**src/design/gpc_pkg.sv**
```systemverilog
package gpc_pkg;

  localparam int MAX_ROWS_DEF = 8;
  localparam int FRAC = 32;
  localparam int VW = 64;
  localparam int MW = 33;
  localparam int PW = 97;
  localparam int DCNT_W = 7;

  localparam logic [MW-1:0] ONE_Q = 33'h1_0000_0000;

  localparam logic [1:0] ACT_LOAD = 2'd0;
  localparam logic [1:0] ACT_PRED = 2'd1;
  localparam logic [1:0] ACT_CORR = 2'd2;

  localparam logic [1:0] REG_EQ   = 2'd0;
  localparam logic [1:0] REG_PRED = 2'd1;
  localparam logic [1:0] REG_STEP = 2'd2;

  localparam logic [1:0]  EQ_RST   = 2'd2;
  localparam logic [2:0]  PRED_RST = 3'd5;
  localparam logic [31:0] STEP_RST = 32'd42950;

  localparam logic signed [VW-1:0] WMAX = 64'sh7FFF_FFFF_FFFF_FFFF;
  localparam logic signed [VW-1:0] WMIN = 64'sh8000_0000_0000_0000;

  typedef logic signed [VW-1:0] word_t;
  typedef logic [2:0][VW-1:0] vec3_t;

  typedef struct packed {
    logic [15:0] n;
    logic [15:0] d;
  } ratio_t;

  typedef struct packed {
    logic          start;
    word_t         a;
    logic [MW-1:0] m;
    logic [MW-1:0] d;
  } sc_req_t;

  typedef struct packed {
    logic  done;
    word_t value;
  } sc_rsp_t;

  function automatic word_t sat_add(input word_t a, input word_t b);
    logic signed [VW:0] s;
    s = {a[VW-1], a} + {b[VW-1], b};
    if (s[VW] != s[VW-1]) begin
      return s[VW] ? WMIN : WMAX;
    end
    return s[VW-1:0];
  endfunction

  function automatic word_t sat_sub(input word_t a, input word_t b);
    logic signed [VW:0] s;
    s = {a[VW-1], a} - {b[VW-1], b};
    if (s[VW] != s[VW-1]) begin
      return s[VW] ? WMIN : WMAX;
    end
    return s[VW-1:0];
  endfunction

  function automatic logic [MW-1:0] fact_of(input logic [2:0] k);
    logic [MW-1:0] f;
    unique case (k)
      3'd0: f = 33'd1;
      3'd1: f = 33'd1;
      3'd2: f = 33'd2;
      3'd3: f = 33'd6;
      3'd4: f = 33'd24;
      3'd5: f = 33'd120;
      3'd6: f = 33'd720;
      3'd7: f = 33'd5040;
      default: f = 33'd1;
    endcase
    return f;
  endfunction

  // Gear coefficient c_i * i! / q!, keyed by {q-1, P, i}. A zero denominator
  // marks an unsupported order pair.
  function automatic ratio_t gear_ratio(input logic qs, input logic [2:0] p,
                                        input logic [2:0] i);
    ratio_t r;
    unique case ({qs, p, i})
      7'o020: r = {16'd5, 16'd12};
      7'o021: r = {16'd1, 16'd1};
      7'o022: r = {16'd1, 16'd1};
      7'o030: r = {16'd3, 16'd8};
      7'o031: r = {16'd1, 16'd1};
      7'o032: r = {16'd3, 16'd2};
      7'o033: r = {16'd1, 16'd1};
      7'o040: r = {16'd251, 16'd720};
      7'o041: r = {16'd1, 16'd1};
      7'o042: r = {16'd11, 16'd6};
      7'o043: r = {16'd2, 16'd1};
      7'o044: r = {16'd1, 16'd1};
      7'o050: r = {16'd95, 16'd288};
      7'o051: r = {16'd1, 16'd1};
      7'o052: r = {16'd25, 16'd12};
      7'o053: r = {16'd35, 16'd12};
      7'o054: r = {16'd5, 16'd2};
      7'o055: r = {16'd1, 16'd1};
      7'o060: r = {16'd19087, 16'd60480};
      7'o061: r = {16'd1, 16'd1};
      7'o062: r = {16'd137, 16'd60};
      7'o063: r = {16'd15, 16'd4};
      7'o064: r = {16'd17, 16'd4};
      7'o065: r = {16'd3, 16'd1};
      7'o066: r = {16'd1, 16'd1};
      7'o070: r = {16'd5257, 16'd17280};
      7'o071: r = {16'd1, 16'd1};
      7'o072: r = {16'd49, 16'd20};
      7'o073: r = {16'd203, 16'd45};
      7'o074: r = {16'd49, 16'd8};
      7'o075: r = {16'd35, 16'd6};
      7'o076: r = {16'd7, 16'd2};
      7'o077: r = {16'd1, 16'd1};
      7'o130: r = {16'd1, 16'd12};
      7'o131: r = {16'd5, 16'd12};
      7'o132: r = {16'd1, 16'd1};
      7'o133: r = {16'd1, 16'd1};
      7'o140: r = {16'd19, 16'd240};
      7'o141: r = {16'd3, 16'd8};
      7'o142: r = {16'd1, 16'd1};
      7'o143: r = {16'd3, 16'd2};
      7'o144: r = {16'd1, 16'd1};
      7'o150: r = {16'd3, 16'd40};
      7'o151: r = {16'd251, 16'd720};
      7'o152: r = {16'd1, 16'd1};
      7'o153: r = {16'd11, 16'd6};
      7'o154: r = {16'd2, 16'd1};
      7'o155: r = {16'd1, 16'd1};
      7'o160: r = {16'd863, 16'd12096};
      7'o161: r = {16'd665, 16'd2016};
      7'o162: r = {16'd1, 16'd1};
      7'o163: r = {16'd25, 16'd12};
      7'o164: r = {16'd35, 16'd12};
      7'o165: r = {16'd5, 16'd2};
      7'o166: r = {16'd1, 16'd1};
      7'o170: r = {16'd1925, 16'd28224};
      7'o171: r = {16'd19087, 16'd60480};
      7'o172: r = {16'd1, 16'd1};
      7'o173: r = {16'd137, 16'd60};
      7'o174: r = {16'd15, 16'd4};
      7'o175: r = {16'd17, 16'd4};
      7'o176: r = {16'd3, 16'd1};
      7'o177: r = {16'd1, 16'd1};
      default: r = {16'd0, 16'd0};
    endcase
    return r;
  endfunction

endpackage

```
**src/design/gpc_scale.sv**
```systemverilog
module gpc_scale (
  input  logic             clk,
  input  logic             rst,
  input  gpc_pkg::sc_req_t req,
  output gpc_pkg::sc_rsp_t rsp
);
  import gpc_pkg::*;

  localparam logic [1:0] SC_IDLE = 2'd0;
  localparam logic [1:0] SC_MUL  = 2'd1;
  localparam logic [1:0] SC_DIV  = 2'd2;
  localparam logic [1:0] SC_FIN  = 2'd3;

  logic [1:0]        st;
  logic              neg;
  logic [PW-1:0]     mcand;
  logic [MW-1:0]     mr;
  logic [PW-1:0]     prod;
  logic [PW-1:0]     dv;
  logic [MW-1:0]     rem;
  logic [MW-1:0]     dreg;
  logic [DCNT_W-1:0] cnt;
  logic              done;
  word_t             value;

  logic [VW-1:0]     mag_in;
  logic [PW-1:0]     prod_rnd;
  logic [MW:0]       r2;
  logic              ge;

  assign mag_in   = req.a[VW-1] ? (~req.a + 64'd1) : req.a;
  assign prod_rnd = prod + PW'(dreg >> 1);
  assign r2       = {rem, dv[PW-1]};
  assign ge       = r2 >= {1'b0, dreg};

  always_ff @(posedge clk) begin
    if (rst) begin
      st   <= SC_IDLE;
      done <= 1'b0;
    end else begin
      done <= 1'b0;
      unique case (st)
        SC_IDLE: begin
          if (req.start) begin
            neg <= req.a[VW-1];
            if (mag_in == '0 || req.m == '0) begin
              value <= '0;
              done  <= 1'b1;
            end else if (req.d == '0) begin
              value <= req.a[VW-1] ? WMIN : WMAX;
              done  <= 1'b1;
            end else begin
              mcand <= PW'(mag_in);
              mr    <= req.m;
              prod  <= '0;
              dreg  <= req.d;
              st    <= SC_MUL;
            end
          end
        end
        SC_MUL: begin
          if (mr == '0) begin
            if (dreg == ONE_Q) begin
              dv <= prod_rnd >> FRAC;
              st <= SC_FIN;
            end else begin
              dv  <= prod_rnd;
              rem <= '0;
              cnt <= '0;
              st  <= SC_DIV;
            end
          end else begin
            if (mr[0]) begin
              prod <= prod + mcand;
            end
            mcand <= mcand << 1;
            mr    <= mr >> 1;
          end
        end
        SC_DIV: begin
          rem <= ge ? MW'(r2 - {1'b0, dreg}) : r2[MW-1:0];
          dv  <= {dv[PW-2:0], ge};
          cnt <= cnt + DCNT_W'(1);
          if (cnt == DCNT_W'(PW - 1)) begin
            st <= SC_FIN;
          end
        end
        SC_FIN: begin
          if (neg) begin
            value <= (dv > PW'(64'h8000_0000_0000_0000)) ? WMIN : word_t'(64'd0 - dv[VW-1:0]);
          end else begin
            value <= (dv > PW'(WMAX)) ? WMAX : word_t'(dv[VW-1:0]);
          end
          done <= 1'b1;
          st   <= SC_IDLE;
        end
        default: st <= SC_IDLE;
      endcase
    end
  end

  assign rsp.done  = done;
  assign rsp.value = value;

endmodule

```
**config.mk**
```make
export PLATFORM = sky130hd
export DESIGN_NAME = gpc_scale
export DESIGN_NICKNAME = d
export VERILOG_FILES = /design/src/design/gpc_pkg.sv /design/src/design/gpc_scale.sv
export SDC_FILE = /design/constraint.sdc
export NUM_CORES = 1
export LEC_CHECK = 0
export BUFFER_PORTS_ARGS = -buffer_cell sky130_fd_sc_hd__buf_2
export CORE_AREA = 2 2 280 282
export CTS_CLUSTER_SIZE = 20
export DETAILED_ROUTE_END_ITERATION = 7
export DIE_AREA = 0 0 282 284
export GPL_ROUTABILITY_DRIVEN = 0
export REMOVE_ABC_BUFFERS = 1
export SYNTH_ARGS = -nofsm -noshare
export SYNTH_HDL_FRONTEND = slang
export SYNTH_SLANG_ARGS = --single-unit
export TNS_END_PERCENT = 20
```
**constraint.sdc**
```tcl
create_clock -name clk -period 11.55 [get_ports clk]
set_input_delay 1.155 -clock clk [delete_from_list [all_inputs] [get_ports clk]]
set_output_delay 1.155 -clock clk [all_outputs]
set_load 0.005 [all_outputs]
```
-- Word-level counts from Yosys, hierarchy flattened
Cells that the tools add are included.
- add/sub/neg operators: 6
- magnitude comparators: 3
- equal/unequal tests: 14
- multiplexer cells: 46
- bitwise gates (word level): 4
- reduce and logical (&&, ||, !) cells: 17
- operators with widths (operator ; number):
    97-bit two-way mux ; 11
    97-bit one-hot mux with 2 select lines ; 3
    64-bit two-way mux ; 8
    33-bit two-way mux ; 7
    33-bit one-hot mux with 2 select lines ; 2
    64-bit one-hot mux with 2 select lines ; 1
    33-bit logical NOT ; 3
    97-bit by 32-bit adder with 97-bit output ; 1
    97-bit adder ; 1
    97-bit by 63-bit > comparator with 1-bit output (second input constant) ; 1
    97-bit by 64-bit > comparator with 1-bit output (second input constant) ; 1
    64-bit by 1-bit adder with 64-bit output (second input constant) ; 1
    64-bit logical NOT ; 1
    64-bit NOT ; 1
    1-bit by 64-bit subtractor with 64-bit output (first input constant) ; 1
    34-bit by 33-bit greater-or-equal comparator with 1-bit output ; 1
    33-bit equality test (second input constant) ; 1
    33-bit subtractor ; 1
    2-bit != test (second input constant) ; 8
    7-bit two-way mux ; 2
    7-bit one-hot mux with 2 select lines ; 1
    2-bit two-way mux ; 5
    5-bit AND reduction ; 2
    2-bit one-hot mux with 4 select lines ; 1
    other kinds (15) ; 25
- register bits after elaboration: 465
- input bits: 133
- output and inout bits: 65
- word-level logic and storage cells: 101

-- Depth between registers and ports, before layout
- depth in word-level cells: 8
- depth in mapped cells: 16
- depth with buffers taken out: 14

-- Worst setup path before layout
No wires, ideal clock.
- path kind: in2reg
- start point: input req[72] (netlist name)
- end point: register mcand[0], enable pin
- library setup time: 663 ps
- arrival time: 10272 ps
- data required time: 10887 ps
- slack: 615 ps
- cell stages on the path: 13
- path buffers: 2
- cell sequence: clkbuf_1 nor3_1 nand4_1 or4_1 clkbuf_1 o311a_1 o311ai_0 o21ai_0 o2111ai_1 nor3_4 o21ai_1 nand2b_1 a21oi_1
- cells in the longest elaborated chain, start to end: 7
- RTL lines (what ; line ; source):
    from (decl) ; gpc_scale.sv:4 ; input gpc_pkg::sc_req_t req,
    64-bit NOT ; gpc_scale.sv:31 ; assign mag_in = req.a[VW-1] ? (~req.a + 64'd1) : req.a;
    64-bit by 1-bit adder with 64-bit output ; gpc_scale.sv:31 ;
    64-bit two-way mux (*) ; gpc_scale.sv:31 ;
    64-bit logical NOT (*) ; gpc_scale.sv:46 ; if (mag_in == '0 || req.m == '0) begin
    1-bit logical OR (*) ; gpc_scale.sv:46 ;
    2-bit != test (no line) (*) ; - ;
    6-bit AND reduction (no line) (*) ; - ;
    to (signal assigned) ; gpc_scale.sv:53 ; mcand <= PW'(mag_in);
    to (signal assigned) ; gpc_scale.sv:76 ; mcand <= mcand << 1;
    to (decl) ; gpc_scale.sv:16 ; logic [PW-1:0] mcand;
Every way passes the cells marked *; elsewhere a longest branch is shown, timed or not.
A chain may end at the register's enable or synchronous reset.

-- Worst setup path in the final report
- start point: input req[68] (netlist name)
- end point: register mr[27], enable pin
- cells in the longest elaborated chain, start to end: 7
- RTL lines (what ; line ; source):
    64-bit NOT ; gpc_scale.sv:31 ;
    64-bit by 1-bit adder with 64-bit output ; gpc_scale.sv:31 ;
    64-bit two-way mux (*) ; gpc_scale.sv:31 ;
    64-bit logical NOT (*) ; gpc_scale.sv:46 ;
    1-bit logical OR (*) ; gpc_scale.sv:46 ;
    2-bit != test (no line) (*) ; - ;
    6-bit AND reduction (no line) (*) ; - ;
    to (signal assigned) ; gpc_scale.sv:54 ; mr <= req.m;
    to (signal assigned) ; gpc_scale.sv:77 ; mr <= mr >> 1;
    to (decl) ; gpc_scale.sv:17 ; logic [MW-1:0] mr;
Marks and branches as above.

==> key figures <==
Clock tree
  • Resized cells post-CTS: 0
  • CTS tree: built
  • Total number of H-tree levels: 2
  • TritonCTS Buffers: 55
  • Clk_lat worst skew: 0.64 ns
  • CTS clk-pin slew, worst paths: 0.06 ns
  • Num Clock Sinks: 465
  • Clock Path Buffers: 3
  • Clk Tree Root Cell: clkbuf_16
  • Hold buffer count at CTS: 0
  • Setup Buffers After CTS: 0

Floorplan
  • IO Pins: 198
  • Die Wd: 282 µm
  • Full die area: 80100 µm²
  • Starting Density: 0.446
  • DIE HEIGHT: about 280 µm
  • Row Count: 102
  • Placeable Area: 77000 µm²

Power and ir drop
  • Logic pwr share: 0.500
  • Switching power share of the total: 0.445
  • Leak: between 10 and 15 nW
  • Sw Pwr: 4.57 mW
  • Pint: 5.71 mW
  • Seq pwr share: 0.319
  • Worst IR Drop VDD: 0.159 mV
  • Post-layout power: 10.3 mW
  • Pwr dens: approximately 270 nW/µm²
  • Power share of the clock group: 0.181

Synth
  • Post-synthesis cell count: 3774
  • Synth unique cells: 86
  • Post-synth EDFFs: roughly 460
  • Most used DFF post-synth: edfxtp_1
  • Simple-Gate Fraction of Synth Area: 0.198
  • Largest family of logic cells by synthesized area: compound AO/OA/AOI/OAI gates
  • Post-synthesis adder-cell area fraction: 0.0637
  • Multiplexer share of the synthesized area: 0.0239
  • FF+latch count, synth: 465
  • Syn_area_per_cell: 9.10 µm²
  • Leading area contributor after synthesis: edfxtp_1
  • Area contributors post-synth: edfxtp_1 (40%), ha_1 (6.2%), xnor2_1 (4.0%)
  • Synth Area in XOR/XNOR: 0.0686
  • Synth Area in Compound Gates: 0.203
  • Ys async rst share: 0
  • Sequential element share of the synthesized area: 0.406
  • Post-Syn Area: 34400 µm²
  • Ys Warns: 0
  • Yosys top cell area share: 0.404

Outcome
  • Status: finished with violations
  • Failing checks: DRC

Global route
  • Initial antenna violation count: 5
  • Largest net degree at the start of global routing: 98
  • Gr busiest metal: met2
  • GR Layer Usage met3: 0.0356
  • GR Util All Layers: 0.260
  • Met2 GRT Util: 0.396
  • Vias in the first global route: 27800
  • Met1 Use GR: 0.380
  • First-pass GRT wire length: roughly 160 mm
  • Aggregate global routing overflow: 0

Detailed routing
  • DR vias: 29900
  • Routed vias/inst: between 6 and 7
  • TritonRoute pass-1 iters: 8
  • Wire per inst: 21.5 µm
  • Initial DRC Count: 3049
  • DRT antenna net count: 0
  • # DRC: 23
  • Routed Wire Length: 106 mm

Timing
  • Worst Skew: about 0.040 ns
  • Final hold viol count: 0
  • RSZ-0062 raised after global routing: false
  • Part of the cycle the worst path needs: 0.557
  • Worst setup margin: 5.12 ns
  • Fin. max-slew vios: 0
  • Peak Freq: 155 MHz
  • Setup_tns: 0 ns
  • Minimum clock period: 6.43 ns
  • # setup viols final: 0
  • Worst-margin pin slew: 1.16 ns
  • Slew headroom: 0.227

Place
  • Placement Setup Slack: 4.65 ns
  • # port buffers: ~200
  • Post-DP HPWL: 80.4 mm
  • Inst Count DP: a little under 5000

Hold path
  • HP Class: flip-flop to flip-flop
  • Worst hold stages: 2
  • Hold_sp: dv[93]

Cells and area
  • Layout Nets: 4147
  • Syn-to-layout area delta: 10.8%
  • Share of cells above drive strength 1: 0.108
  • Non-filler cells, final: 4930
  • Fin util: 0.495

Worst setup path
  • RR Startpoint: dreg[1]
  • Worst setup path start: req[68]
  • CP endpoint kind: flip-flop
  • Critical Path AT: 6.68 ns
  • Max FO, Critical Path: 71
  • Critical path launch point type: input port
  • Reg2Reg Depth: 15
  • Critical Path RT: 11.80 ns
  • CP Class: input port to flip-flop

Job
  • MaxCap Viol Count: 0
[per-stage QoR]
stage	hold WS, ns	cell area [µm²]
2_1_floorplan	0.519	33500
3_3_place_gp	0.544	36200
3_5_place_dp	0.550	36200
4_1_cts	0.566	38100
5_1_grt	0.590	38100
6_report	0.564	38100
[power groups by stage]
stage	Clock, mW	Combinational, mW	Sequential (mW)
6_report	1.86	5.14	3.28
5_1_grt	1.96	5.67	3.33
4_1_cts	1.89	5.07	3.25
3_5_place_dp	0	5.04	3.28
3_3_place_gp	0	5.04	3.28
2_1_floorplan	0	3.79	3.06
[worst max-delay path, stage by stage]
cell	delay [ns]
buf_2	0.15
nor3_1	0.71
nand4_1	0.62
or3_1	0.70
o41ai_2	0.36
xor2_1	0.25
o2111ai_1	0.15
or4b_4	0.58
nor3_4	0.48
o21ai_1	0.24
nand2b_1	0.32
a21oi_4	0.04
buf_4	0.34
buf_4	0.51
[logic make-up after synthesis]
group	Yosys count
multiplexers	75
AND/OR/NAND/NOR	1372
adder cells (fa/ha/maj)	173
flip-flops	465
XOR/XNOR	269
buffers and inverters	331
AO/OA/AOI/OAI	1089
[routing by layer]
| metal | part of all wire | routed length (µm) | vias to the layer above |
|---|---|---|---|
| li1 | - | - | 14400 |
| met1 | 0.46 | 48500 | 14100 |
| met4 | 0.033 | 3510 | 0 |
| met3 | 0.074 | 7860 | 174 |
| met5 | 0 | 0 | - |
| met2 | 0.44 | 46200 | 1209 |
[Yosys cell counts, types with 13 or more instances]
library cell  number
and3_1            39
a21o_1           121
edfxtp_1         462
a21oi_1          265
nand2_1          359
nand2b_1          47
o21ai_0          274
o21a_1            26
mux2i_1           20
and4_1            13
o311ai_0          21
o211ai_1          21
xnor2_1          158
o31ai_1           35
ha_1             170
nor3_1           108
o221ai_1          14
nor2b_1           31
a211oi_1          36
buf_1             14
a31oi_1           36
or3_1             22
o22ai_1           15
or2_2             14
a21boi_0          15
or4_1             34
nor2_1           321
a22o_1            22
mux2_2            55
o21ai_1           19
and2_1            57
nor4_1            92
o21bai_1          44
xor2_1           111
nand3_1          100
clkbuf_1         201
o41ai_1           14
inv_1            106
nand4_1           87
a22oi_1           15
[path summary, 6_finish.rpt]
kind | slack, ns | endpoint
worst max-delay path | 5.12 | mr[27]
worst min-delay path | 0.56 | dv[94]
worst max register to register | 6.76 | dv[54]
worst min register to register | 0.56 | dv[94]
[layout make-up]
type                    count  area (µm²)
diodes                      4        10.0
clock buffers              62        1400
clock inverters            40         493
fillers                  7364       38900
inverters                 108         408
multi-input cells        2978       19300
flip-flops and latches    465       13900
well taps                1040        1300
repair buffers            233        1260
[layout by cell type, fill, tap and decap left out, types with 39 or more instances in the layout]
master,count
nand2_1,359
clkbuf_16,55
xnor2_1,158
and2_1,57
edfxtp_1,462
and3_1,39
o21bai_1,44
nand3_1,100
a21o_1,121
inv_1,105
nor4_1,91
mux2_2,55
nor2_1,320
nor3_1,108
nand4_1,87
nand2b_1,47
ha_1,167
xor2_1,111
a21oi_1,262
buf_2,197
o21ai_0,273
[flip-flops by register name (all words and copies together), names as in the netlist, 7 cells and up]
register and flops:
cnt 7, dreg 33, dv 97, mcand 97
mr 33, prod 97, rem 33, value 64
No activity file was read; power rests on OpenSTA's default activity.
